[src/rtl/lrs_pkg.sv]
`default_nettype none

package lrs_pkg;

   // run cap: results caused by one input beat
   localparam int MAX_RESULTS = 64;
   localparam int COUNT_BITS  = 7;

   // configuration register indexes
   localparam int CSR_INDEX_BITS = 1;
   localparam logic [CSR_INDEX_BITS-1:0] REG_STEP          = 1'b0;
   localparam logic [CSR_INDEX_BITS-1:0] REG_OUTPUT_LENGTH = 1'b1;

   // datapath operation codes
   typedef logic [3:0] dp_op_type;
   localparam dp_op_type DP_IDLE  = 4'd0;
   localparam dp_op_type DP_LOAD  = 4'd1;
   localparam dp_op_type DP_MUL_A = 4'd2;
   localparam dp_op_type DP_MUL_B = 4'd3;
   localparam dp_op_type DP_ACC   = 4'd4;
   localparam dp_op_type DP_MAG   = 4'd5;
   localparam dp_op_type DP_MUL_Q = 4'd6;
   localparam dp_op_type DP_MUL_R = 4'd7;
   localparam dp_op_type DP_ROUND = 4'd8;
   localparam dp_op_type DP_ZERO  = 4'd9;
   localparam dp_op_type DP_EMIT  = 4'd10;
   localparam dp_op_type DP_FIN   = 4'd11;

   // controller to datapath
   typedef struct packed {
      dp_op_type op;
      logic      tail;        // tail phase: interpolate last sample against zero
      logic      phase_zero;  // zero fill phase: position does not advance
   } dp_cmd_type;

   // datapath to controller
   typedef struct packed {
      logic cap_ok;   // run cap not reached
      logic len_ok;   // fewer outputs sent than output_length
      logic int_ok;   // pending output lies before the current sample
      logic tail_ok;  // pending output lies at or before the last sample
      logic last;     // current beat closes the buffer
      logic be;       // held result completes output_length
   } dp_status_type;

endpackage

`default_nettype wire

[src/rtl/lrs_datapath.sv]
`default_nettype none

module lrs_datapath #(
   parameter int SAMPLE_BITS = 24,
   parameter int FRAC_BITS   = 16,
   parameter int LENGTH_BITS = 24
) (
   input  logic                              clock,
   input  logic                              reset,
   input  logic                              csr_we,
   input  logic [lrs_pkg::CSR_INDEX_BITS-1:0] csr_index,
   input  logic [((FRAC_BITS+5 > LENGTH_BITS) ? FRAC_BITS+5 : LENGTH_BITS)-1:0] csr_wdata,
   input  logic signed [SAMPLE_BITS-1:0]     in_sample,
   input  logic                              in_last,
   input  lrs_pkg::dp_cmd_type               cmd,
   output lrs_pkg::dp_status_type            status,
   output logic signed [SAMPLE_BITS-1:0]     result_sample
);
   import lrs_pkg::*;

   localparam int STEP_BITS = FRAC_BITS + 5;
   localparam int POS_BITS  = LENGTH_BITS + FRAC_BITS;
   localparam int AW        = ((SAMPLE_BITS > FRAC_BITS) ? SAMPLE_BITS : FRAC_BITS) + 1;
   localparam int BW        = FRAC_BITS + 6;
   localparam int PW        = AW + BW;
   localparam int ACC_W     = SAMPLE_BITS + FRAC_BITS + 1;
   localparam int MAG_W     = SAMPLE_BITS + FRAC_BITS;
   localparam int QS_W      = SAMPLE_BITS + STEP_BITS;
   localparam int T_W       = 2 * FRAC_BITS + 6;
   localparam int SUM_W     = QS_W + 1;
   localparam int RES_W     = SUM_W - FRAC_BITS;

   localparam logic [STEP_BITS-1:0] STEP_ONE = STEP_BITS'(1) << FRAC_BITS;
   localparam logic [FRAC_BITS:0]   W_ONE    = (FRAC_BITS+1)'(1) << FRAC_BITS;
   localparam logic [T_W-1:0]       HALF     = T_W'(1) << (2 * FRAC_BITS - 1);
   localparam logic [RES_W-1:0]     LIM      = RES_W'(1) << (SAMPLE_BITS - 1);

   // configuration
   logic [STEP_BITS-1:0]   step_ff;
   logic [LENGTH_BITS-1:0] len_ff;

   // resampler state
   logic signed [SAMPLE_BITS-1:0] prev_ff, prev_in;
   logic                          have_prev_ff, have_prev_in;
   logic [LENGTH_BITS-1:0]        index_ff, index_in;
   logic [POS_BITS-1:0]           pos_ff, pos_in;
   logic [LENGTH_BITS-1:0]        sent_ff, sent_in;
   logic [COUNT_BITS-1:0]         count_ff, count_in;
   logic                          last_ff, last_in;
   logic                          be_ff, be_in;

   // arithmetic payload
   logic signed [SAMPLE_BITS-1:0] cur_ff, cur_in;
   logic signed [PW-1:0]          prod_ff, prod_in;
   logic signed [ACC_W-1:0]       acc_ff, acc_in;
   logic [MAG_W-1:0]              mag_ff, mag_in;
   logic                          neg_ff, neg_in;
   logic [QS_W-1:0]               qs_ff, qs_in;
   logic signed [SAMPLE_BITS-1:0] result_ff, result_in;

   logic [FRAC_BITS-1:0]    frac;
   logic [FRAC_BITS:0]      w0;
   logic [LENGTH_BITS-1:0]  pos_int;
   logic signed [AW-1:0]    opa;
   logic signed [BW-1:0]    opb;
   logic signed [ACC_W-1:0] acc_abs;
   logic [T_W-1:0]          t_round;
   logic [SUM_W-1:0]        sum;
   logic [RES_W-1:0]        res;
   logic [RES_W-1:0]        res_sat;
   logic [SAMPLE_BITS-1:0]  sat_low;
   logic [LENGTH_BITS-1:0]  sent_next;

   assign frac      = pos_ff[FRAC_BITS-1:0];
   assign w0        = W_ONE - {1'b0, frac};
   assign pos_int   = pos_ff[POS_BITS-1:FRAC_BITS];
   assign sent_next = sent_ff + LENGTH_BITS'(1);

   // shared multiplier operand select
   always_comb begin
      opa = '0;
      opb = '0;
      unique case (cmd.op)
         DP_MUL_A: begin
            opa = cmd.tail ? AW'(cur_ff) : AW'(prev_ff);
            opb = signed'({{(BW-FRAC_BITS-1){1'b0}}, w0});
         end
         DP_MUL_B: begin
            opa = cmd.tail ? '0 : AW'(cur_ff);
            opb = signed'({{(BW-FRAC_BITS){1'b0}}, frac});
         end
         DP_MUL_Q: begin
            opa = signed'({{(AW-SAMPLE_BITS){1'b0}}, mag_ff[MAG_W-1:FRAC_BITS]});
            opb = signed'({{(BW-STEP_BITS){1'b0}}, step_ff});
         end
         DP_MUL_R: begin
            opa = signed'({{(AW-FRAC_BITS){1'b0}}, mag_ff[FRAC_BITS-1:0]});
            opb = signed'({{(BW-STEP_BITS){1'b0}}, step_ff});
         end
         default: begin
            opa = '0;
            opb = '0;
         end
      endcase
   end

   // rounding and saturation of the scaled magnitude
   always_comb begin
      acc_abs = acc_ff[ACC_W-1] ? -acc_ff : acc_ff;
      t_round = prod_ff[T_W-1:0] + HALF;
      sum     = {1'b0, qs_ff} + SUM_W'(t_round >> FRAC_BITS);
      res     = sum[SUM_W-1:FRAC_BITS];
      if (neg_ff) begin
         res_sat = (res > LIM) ? LIM : res;
      end else begin
         res_sat = (res > LIM - RES_W'(1)) ? LIM - RES_W'(1) : res;
      end
      sat_low = res_sat[SAMPLE_BITS-1:0];
   end

   // next state per command
   always_comb begin
      prev_in      = prev_ff;
      have_prev_in = have_prev_ff;
      index_in     = index_ff;
      pos_in       = pos_ff;
      sent_in      = sent_ff;
      count_in     = count_ff;
      last_in      = last_ff;
      be_in        = be_ff;
      cur_in       = cur_ff;
      prod_in      = opa * opb;
      acc_in       = acc_ff;
      mag_in       = mag_ff;
      neg_in       = neg_ff;
      qs_in        = qs_ff;
      result_in    = result_ff;
      unique case (cmd.op)
         DP_LOAD: begin
            cur_in   = in_sample;
            last_in  = in_last;
            count_in = '0;
         end
         DP_MUL_B: acc_in = prod_ff[ACC_W-1:0];
         DP_ACC:   acc_in = acc_ff + prod_ff[ACC_W-1:0];
         DP_MAG: begin
            neg_in = acc_ff[ACC_W-1];
            mag_in = acc_abs[MAG_W-1:0];
         end
         DP_MUL_R: qs_in = prod_ff[QS_W-1:0];
         DP_ROUND: result_in = neg_ff ? signed'(~sat_low + SAMPLE_BITS'(1)) : signed'(sat_low);
         DP_ZERO:  result_in = '0;
         DP_EMIT: begin
            sent_in  = sent_next;
            count_in = count_ff + COUNT_BITS'(1);
            be_in    = (sent_next == len_ff);
            if (!cmd.phase_zero) begin
               pos_in = pos_ff + POS_BITS'(step_ff);
            end
         end
         DP_FIN: begin
            if (last_ff) begin
               prev_in      = '0;
               have_prev_in = 1'b0;
               index_in     = '0;
               pos_in       = '0;
               sent_in      = '0;
            end else begin
               prev_in      = cur_ff;
               have_prev_in = 1'b1;
               index_in     = index_ff + LENGTH_BITS'(1);
            end
         end
         default: begin
            prev_in = prev_ff;
         end
      endcase
   end

   // control state and configuration
   always_ff @(posedge clock) begin
      if (reset) begin
         step_ff      <= STEP_ONE;
         len_ff       <= '0;
         prev_ff      <= '0;
         have_prev_ff <= 1'b0;
         index_ff     <= '0;
         pos_ff       <= '0;
         sent_ff      <= '0;
         count_ff     <= '0;
         last_ff      <= 1'b0;
         be_ff        <= 1'b0;
      end else begin
         prev_ff      <= prev_in;
         have_prev_ff <= have_prev_in;
         index_ff     <= index_in;
         pos_ff       <= pos_in;
         sent_ff      <= sent_in;
         count_ff     <= count_in;
         last_ff      <= last_in;
         be_ff        <= be_in;
         if (csr_we) begin
            unique case (csr_index)
               REG_STEP:          step_ff <= csr_wdata[STEP_BITS-1:0];
               REG_OUTPUT_LENGTH: len_ff  <= csr_wdata[LENGTH_BITS-1:0];
               default:           step_ff <= step_ff;
            endcase
         end
      end
   end

   // arithmetic payload
   always_ff @(posedge clock) begin
      cur_ff    <= cur_in;
      prod_ff   <= prod_in;
      acc_ff    <= acc_in;
      mag_ff    <= mag_in;
      neg_ff    <= neg_in;
      qs_ff     <= qs_in;
      result_ff <= result_in;
   end

   assign status.cap_ok  = (count_ff < COUNT_BITS'(MAX_RESULTS));
   assign status.len_ok  = (sent_ff < len_ff);
   assign status.int_ok  = have_prev_ff && (pos_int < index_ff);
   assign status.tail_ok = last_ff && (pos_int <= index_ff);
   assign status.last    = last_ff;
   assign status.be      = be_ff;
   assign result_sample  = result_ff;

   // run cap holds
   a_count_cap: assert property (@(posedge clock) disable iff (reset)
      count_ff <= COUNT_BITS'(MAX_RESULTS))
      else $error("result count beyond run cap");

endmodule

`default_nettype wire

[src/rtl/lrs_controller.sv]
`default_nettype none

module lrs_controller (
   input  logic                   clock,
   input  logic                   reset,
   input  logic                   in_valid,
   output logic                   in_ready,
   output logic                   out_valid,
   input  logic                   out_ready,
   input  lrs_pkg::dp_status_type status,
   output lrs_pkg::dp_cmd_type    cmd,
   output logic                   out_run_end,
   output logic                   out_buffer_end
);
   import lrs_pkg::*;

   localparam logic [3:0] S_IDLE = 4'd0;
   localparam logic [3:0] S_EVAL = 4'd1;
   localparam logic [3:0] S_MA   = 4'd2;
   localparam logic [3:0] S_MB   = 4'd3;
   localparam logic [3:0] S_ACC  = 4'd4;
   localparam logic [3:0] S_MAG  = 4'd5;
   localparam logic [3:0] S_MQ   = 4'd6;
   localparam logic [3:0] S_MR   = 4'd7;
   localparam logic [3:0] S_RND  = 4'd8;
   localparam logic [3:0] S_ZERO = 4'd9;
   localparam logic [3:0] S_EMIT = 4'd10;
   localparam logic [3:0] S_OUT  = 4'd11;
   localparam logic [3:0] S_FIN  = 4'd12;

   localparam logic [1:0] PH_INT  = 2'd0;
   localparam logic [1:0] PH_TAIL = 2'd1;
   localparam logic [1:0] PH_ZERO = 2'd2;

   logic [3:0] state_ff, state_in;
   logic [1:0] phase_ff, phase_in;
   logic       held_ff, held_in;      // a computed result waits for its run_end flag
   logic       run_end_ff, run_end_in;

   logic       avail;
   logic       go;
   logic       adv;
   logic [3:0] start_state;

   // what the current phase asks for next
   always_comb begin
      avail = status.cap_ok && status.len_ok;
      unique case (phase_ff)
         PH_INT:  go = avail && status.int_ok;
         PH_TAIL: go = avail && status.tail_ok;
         PH_ZERO: go = avail;
         default: go = 1'b0;
      endcase
      adv         = !go && ((phase_ff == PH_INT) ? status.last : (phase_ff == PH_TAIL));
      start_state = (phase_ff == PH_ZERO) ? S_ZERO : S_MA;
   end

   // sequencer
   always_comb begin
      state_in       = state_ff;
      phase_in       = phase_ff;
      held_in        = held_ff;
      run_end_in     = run_end_ff;
      cmd.op         = DP_IDLE;
      cmd.tail       = (phase_ff == PH_TAIL);
      cmd.phase_zero = (phase_ff == PH_ZERO);
      unique case (state_ff)
         S_IDLE: begin
            if (in_valid) begin
               cmd.op   = DP_LOAD;
               phase_in = PH_INT;
               held_in  = 1'b0;
               state_in = S_EVAL;
            end
         end
         S_EVAL: begin
            if (go) begin
               if (held_ff) begin
                  run_end_in = 1'b0;
                  state_in   = S_OUT;
               end else begin
                  state_in = start_state;
               end
            end else if (adv) begin
               phase_in = phase_ff + 2'd1;
            end else if (held_ff) begin
               run_end_in = 1'b1;
               state_in   = S_OUT;
            end else begin
               state_in = S_FIN;
            end
         end
         S_MA: begin
            cmd.op   = DP_MUL_A;
            state_in = S_MB;
         end
         S_MB: begin
            cmd.op   = DP_MUL_B;
            state_in = S_ACC;
         end
         S_ACC: begin
            cmd.op   = DP_ACC;
            state_in = S_MAG;
         end
         S_MAG: begin
            cmd.op   = DP_MAG;
            state_in = S_MQ;
         end
         S_MQ: begin
            cmd.op   = DP_MUL_Q;
            state_in = S_MR;
         end
         S_MR: begin
            cmd.op   = DP_MUL_R;
            state_in = S_RND;
         end
         S_RND: begin
            cmd.op   = DP_ROUND;
            state_in = S_EMIT;
         end
         S_ZERO: begin
            cmd.op   = DP_ZERO;
            state_in = S_EMIT;
         end
         S_EMIT: begin
            cmd.op   = DP_EMIT;
            held_in  = 1'b1;
            state_in = S_EVAL;
         end
         S_OUT: begin
            if (out_ready) begin
               held_in  = 1'b0;
               state_in = run_end_ff ? S_FIN : start_state;
            end
         end
         S_FIN: begin
            cmd.op   = DP_FIN;
            state_in = S_IDLE;
         end
         default: state_in = S_IDLE;
      endcase
   end

   always_ff @(posedge clock) begin
      if (reset) begin
         state_ff   <= S_IDLE;
         phase_ff   <= PH_INT;
         held_ff    <= 1'b0;
         run_end_ff <= 1'b0;
      end else begin
         state_ff   <= state_in;
         phase_ff   <= phase_in;
         held_ff    <= held_in;
         run_end_ff <= run_end_in;
      end
   end

   assign in_ready       = (state_ff == S_IDLE) && !reset;
   assign out_valid      = (state_ff == S_OUT);
   assign out_run_end    = run_end_ff;
   assign out_buffer_end = status.be || (status.last && run_end_ff);

   a_no_overlap: assert property (@(posedge clock) disable iff (reset)
      !(in_ready && out_valid))
      else $error("input taken while a result beat is offered");

   a_out_held: assert property (@(posedge clock) disable iff (reset)
      (state_ff == S_OUT) |-> held_ff)
      else $error("result beat offered with nothing held");

   a_emit_then_eval: assert property (@(posedge clock) disable iff (reset)
      (state_ff == S_EMIT) |=> (state_ff == S_EVAL) && held_ff)
      else $error("emit did not hold a result for evaluation");

   a_last_beat_fin: assert property (@(posedge clock) disable iff (reset)
      (out_valid && out_ready && run_end_ff) |=> (state_ff == S_FIN))
      else $error("run end beat did not close the input");

endmodule

`default_nettype wire

[src/rtl/linear_interp_resampler_core.sv]
`default_nettype none

// Linear interpolation sample rate converter.
// Input stream (req_): one signed source sample per beat, req_tlast on the
// final sample of a buffer. Result stream (rsp_): zero or more resampled
// samples per input beat; rsp_tuser[0] flags the last result of that input,
// rsp_tuser[1] the final output of the buffer.
// Configuration (csr_): step (index 0, unsigned Q5.16 rate ratio and gain)
// and output_length (index 1); write only while the block is idle.
// An input beat without results passes through evaluation and the finish
// state before the next input is taken (two phase changes first if it closes
// the buffer). Each interpolated result passes through the interpolation
// products, accumulate, magnitude, scaling products, round and emit, plus
// the wait on rsp_tready (zero and emit only for a zero fill result). One
// shared multiplier, four products per interpolated result; at most 64 results per input beat.
// The block takes one input beat at a time; req_tready returns once the last
// result of that beat has been taken and the finish state has passed. A stalled rsp_tready
// holds the result beat and the whole sequencer.
// Reset: synchronous; step returns to 1.0, output_length to zero, and the
// previous sample, position and output count are cleared.
module linear_interp_resampler_core #(
   parameter int SAMPLE_BITS = 24,
   parameter int FRAC_BITS   = 16,
   parameter int LENGTH_BITS = 24
) (
   input  logic clock,
   input  logic reset,
   // configuration write port
   input  logic                               csr_we,
   input  logic [lrs_pkg::CSR_INDEX_BITS-1:0] csr_index,
   input  logic [((FRAC_BITS+5 > LENGTH_BITS) ? FRAC_BITS+5 : LENGTH_BITS)-1:0] csr_wdata,
   // input stream
   input  logic                               req_tvalid,
   output logic                               req_tready,
   input  logic [((SAMPLE_BITS+7)/8)*8-1:0]   req_tdata,  // sample_in
   input  logic                               req_tlast,  // last_in
   // result stream
   output logic                               rsp_tvalid,
   input  logic                               rsp_tready,
   output logic [((SAMPLE_BITS+7)/8)*8-1:0]   rsp_tdata,  // sample_out
   output logic [1:0]                         rsp_tuser   // run_end, buffer_end
);
   import lrs_pkg::*;

   localparam int DW = ((SAMPLE_BITS + 7) / 8) * 8;

   dp_cmd_type                    cmd;
   dp_status_type                 status;
   logic signed [SAMPLE_BITS-1:0] result_sample;
   logic                          run_end;
   logic                          buffer_end;

   lrs_controller u_ctrl (
      .clock          (clock),
      .reset          (reset),
      .in_valid       (req_tvalid),
      .in_ready       (req_tready),
      .out_valid      (rsp_tvalid),
      .out_ready      (rsp_tready),
      .status         (status),
      .cmd            (cmd),
      .out_run_end    (run_end),
      .out_buffer_end (buffer_end)
   );

   lrs_datapath #(
      .SAMPLE_BITS (SAMPLE_BITS),
      .FRAC_BITS   (FRAC_BITS),
      .LENGTH_BITS (LENGTH_BITS)
   ) u_dp (
      .clock         (clock),
      .reset         (reset),
      .csr_we        (csr_we),
      .csr_index     (csr_index),
      .csr_wdata     (csr_wdata),
      .in_sample     (signed'(req_tdata[SAMPLE_BITS-1:0])),
      .in_last       (req_tlast),
      .cmd           (cmd),
      .status        (status),
      .result_sample (result_sample)
   );

   // pad the sample with zeros up to whole bytes
   assign rsp_tdata = DW'(unsigned'(result_sample));
   assign rsp_tuser = {buffer_end, run_end};

endmodule

`default_nettype wire
[config.mk]
export PLATFORM = sky130hd
export DESIGN_NAME = linear_interp_resampler_core
export DESIGN_NICKNAME = d
export VERILOG_FILES = /design/src/rtl/lrs_pkg.sv /design/src/rtl/lrs_datapath.sv /design/src/rtl/lrs_controller.sv /design/src/rtl/linear_interp_resampler_core.sv
export SDC_FILE = /design/constraint.sdc
export NUM_CORES = 2
export LEC_CHECK = 0
export BUFFER_PORTS_ARGS = -buffer_cell sky130_fd_sc_hd__buf_2
export CAP_MARGIN = 10
export CORE_MARGIN = 3
export CORE_UTILIZATION = 35
export CTS_BUF_LIST = sky130_fd_sc_hd__clkbuf_16
export CTS_CLUSTER_SIZE = 16
export DETAILED_ROUTE_END_ITERATION = 8
export PLACE_DENSITY = 0.58
export REMOVE_ABC_BUFFERS = 1
export SLEW_MARGIN = 0
export SYNTH_ARGS = -nofsm -noshare
export SYNTH_HDL_FRONTEND = slang
export SYNTH_SLANG_ARGS = --single-unit
[constraint.sdc]
create_clock -name clock -period 9.9 [get_ports clock]
set_input_delay 0.99 -clock clock [delete_from_list [all_inputs] [get_ports clock]]
set_output_delay 0.99 -clock clock [all_outputs]
set_load 0.02 [all_outputs]
==> flow_metrics.env <==
export IMPL_outcome="complete, no violations"
export IMPL_worst_setup_path_type="flop to flop"
export IMPL_top_level_port_count=83
export IMPL_unrepaired_setup_endpoints_after_global_routing="no"
export IMPL_grt_ovfl_total=0
export IMPL_final_antenna_net_count=0
export IMPL_worstPathRequired_ns=10.41
export IMPL_holdCritPathClass="flop to flop"
export IMPL_flow_area_growth_from_synthesis_pct=10.56
export IMPL_tightestPinTransition_ns=1.072
export IMPL_port_buffers=82
export IMPL_multi_input_comb_area_mm2=0.02844
export IMPL_use_met3_pct=3.517
export IMPL_setup_worst_path_start_class="flop"
export IMPL_ctsHtreeMaxLevel=2
export IMPL_root_buffer="clkbuf_16"
export IMPL_place_detailed_instances=6212
export IMPL_place_congestion=0.9657
export IMPL_drt_first_pass_iters=6
export IMPL_cp_startpoint="u_ctrl.state_ff[3]"
export IMPL_grt_antenna_before_repair=3
export IMPL_cts_made_buffers=49
export IMPL_period_needed_ns=9.382
export IMPL_grt_use_total_pct=21.48
export IMPL_worstSkewPairLatency_ns=0.65
export IMPL_antennaDiodeCount=0
export IMPL_post_synth_inst_count=4671
export IMPL_netlist_cell_type_count=88
export IMPL_hold_viol=0
export IMPL_dieArea_mm2=0.1222
export IMPL_r2r_start="u_ctrl.state_ff[3]"
export IMPL_regArea_mm2=0.009661
export IMPL_design_final_nets=5579
export IMPL_number_of_enable_type_register_cells_in_the_synthesized_netlist=175
export IMPL_post_place_ws_ns=0.4527
export IMPL_route_vias_total=33460
export IMPL_max_cap_viol_count=0
export IMPL_postLayoutSetupSlackWorst_ns=0.5182
export IMPL_final_core_util_pct=39.16
export IMPL_max_clock_path_buffers=3
export IMPL_worstHoldStart="u_dp.prod_ff[44]"
export IMPL_avgRoutedWirePerCell_um=20.94
export IMPL_worst_setup_hold_path_clk_slew_ns=0.07
export IMPL_synth_flop_cell="dfxtp_1"
export IMPL_syn_area_per_cell_um2=8.847
export IMPL_fill_cells=11800
export IMPL_grtUsageMet2_pct=34.11
export IMPL_fin_crit_sh_pct=94.77
export IMPL_cp_slowest_cell="fa_1"
export IMPL_synth_sequential_area_ratio_pct=23.38
export IMPL_wirelength_um=132000
export IMPL_critPathMaxStageDelay_ns=0.64
export IMPL_peakVddDrop_v=0.0001112
export IMPL_remaining_drc_errors=0
export IMPL_crit_path_max_fanout=19
export IMPL_hpwl_dp_um=104300
export IMPL_postSynth_asyncResetShare_pct=0
export IMPL_crit_path_end_kind="flop"
export IMPL_grt_busiest_layer="met2"
export IMPL_cts_repair_timing_setup_buffer_count=0
export IMPL_tritoncts="done"
export IMPL_timing_critical_path_mode_cell="fa_1"
export IMPL_grt_met1_usage_pct=29.82
export IMPL_power_static_leakage_uw=0.02014
export IMPL_power_density_mw_per_mm2=105.4
export IMPL_finalMaxSlewViolations=0
export IMPL_skew_ns=0.03216
export IMPL_die_width_um=349.6
export IMPL_yosys_warnings=0
export IMPL_final_setup_viol_count=0
export IMPL_first_global_vias=33220
export IMPL_dpl_cell_area_mm2=0.04393
export IMPL_max_freq_mhz=106.6
export IMPL_post_layout_nonfiller_instances=6304
export IMPL_ys_seq_elements=395
export IMPL_layout_cell_share_with_drive_strength_beyond_1_pct=7.699
export IMPL_postLayoutCellArea_mm2=0.04569
export IMPL_grt_pass1_wl_um=201300
export IMPL_floorplan_core_area_mm2=0.1167
export IMPL_critPathArrivalTime_ns=9.89
export IMPL_syn_cell_area_mm2=0.04132
export IMPL_die_y_um=349.6
export IMPL_start_util_pct=35.42
export IMPL_finalPower_uw=4817
export IMPL_avgViaCountPerCell=5.308
export IMPL_grt_max_degree=84
export IMPL_slew_headroom_pct=26.66
export IMPL_drt_initial_drc_count=2681
export IMPL_num_rows=125
export IMPL_clkSinkCount=395
## metal layers
metal,vias up,part of all wire [%]
met5,-,0
met1,16530,44
li1,15430,-
met2,1244,44
met3,258,7.6
met4,0,3.9
## what timing repair did
action,in CTS,in global routing
endpoints found under the hold margin,0,0
setup endpoints to repair,0,5
gates resized for setup,0,14
hold buffers,0,0
## metrics by stage
stage          setup TNS [ns]  hold WS (ns)
2_1_floorplan          -16.87        0.3855
3_3_place_gp                0        0.3887
3_5_place_dp                0        0.3913
4_1_cts                     0        0.4077
5_1_grt                     0        0.4114
6_report                    0        0.4063
## critical path: cells and delay by family (launching register included)
family | cells | cell delay (ns)
adder cells (fa/ha/maj) | 8 | 4.09
AO/OA/AOI/OAI | 11 | 2.59
buffers and inverters | 8 | 1.20
AND/OR/NAND/NOR | 7 | 1.01
flip-flops | 1 | 0.34
## placed cells by master, fill, tap and decap left out, drive strengths merged, types with 29 or more instances in the layout
master	instances
a22oi	32
a211oi	35
nor3	63
nand3	72
a21o	78
nand2b	33
buf	206
edfxtp	175
a21oi	248
xnor2	199
dfxtp	220
ha	261
o21ai	168
clkbuf	51
nand4	29
o21a	43
nor2	425
nand3b	36
and3	40
inv	718
nand2	641
and2	35
xor2	61
fa	523
## kinds of logic (layout without fill, tap and decap cells)
kind of cell	after synthesis	count (layout)	synth area share, %
XOR/XNOR	260	260	5.511
adder cells (fa/ha/maj)	784	784	33.24
multiplexers	26	26	0.6389
AND/OR/NAND/NOR	1492	1493	16.15
other	1	4	0.009075
buffers and inverters	897	1002	8.181
flip-flops	395	395	23.38
AO/OA/AOI/OAI	816	816	12.90
## worst paths after layout
check / slack (ns) / to / depth (start not counted)
hold reg to reg: 0.41 / u_dp.qs_ff[44] / 0
setup / recovery: 0.52 / u_dp.prod_ff[44] / 34
setup reg to reg: 0.52 / u_dp.prod_ff[44] / 34
hold / removal: 0.41 / u_dp.qs_ff[44] / 0
## where the power goes
group          internal (uW)  switching [uW]
sequential              1900             164
clock                   1080             815
combinational            284             567
total                   3270            1550
## area by class of cell
type | instances | share of cell area (%)
Clock inverter | 40 | 0.9010
Inverter | 705 | 5.792
Clock buffer | 51 | 2.793
Sequential cell | 395 | 21.14
Timing Repair Buffer | 206 | 2.941
Multi-Input combinational cell | 3383 | 62.25
Tap cell | 1524 | 4.174
## Yosys cell counts (all sizes together) (7+ instances only)
master     n  area share (%)
inv      705             6.4
a211oi    35            0.66
nand3b    36            0.65
xnor2    199             4.2
nor3      63            0.76
nand2    641             5.8
nand4     29            0.45
clkbuf   174             1.6
or3       23            0.36
a22oi     32            0.58
xor2      61             1.3
o31ai     24            0.47
nor4      19            0.30
and3      40            0.61
nor2b     23            0.35
and2      35            0.53
nand2b    33            0.54
a2111oi   10            0.26
a21boi     8            0.15
dfxtp    220              11
a31oi     20            0.32
o21bai    18            0.33
nand3     72            0.87
nor2     424             3.9
mux2i     23            0.56
edfxtp   175              13
a221oi    23            0.49
a31o       7            0.15
ha       261             7.9
a21oi    248             3.0
fa       523              25
or4       13            0.25
nor3b      7            0.13
buf       18            0.20
o21ai    168             2.1
o21a      43            0.78
a211o     15            0.32
a21o      78             1.4
o41ai      9            0.19
or2       15            0.23
a221o     16            0.39
o211ai    16            0.30
## registers in the layout, indices dropped and copies added, names as in the netlist, 2 cells and up
register,count
u_dp.count_ff,7
u_dp.cur_ff,24
u_dp.mag_ff,40
u_dp.prod_ff,45
u_dp.index_ff,24
u_dp.pos_ff,40
u_ctrl.state_ff,4
u_dp.prev_ff,24
u_dp.result_sample,24
u_ctrl.phase_ff,2
u_dp.qs_ff,45
u_dp.step_ff,21
u_dp.len_ff,24
u_dp.sent_ff,24
u_dp.acc_ff,41
Note: power is estimated with default switching activity, not from simulation.
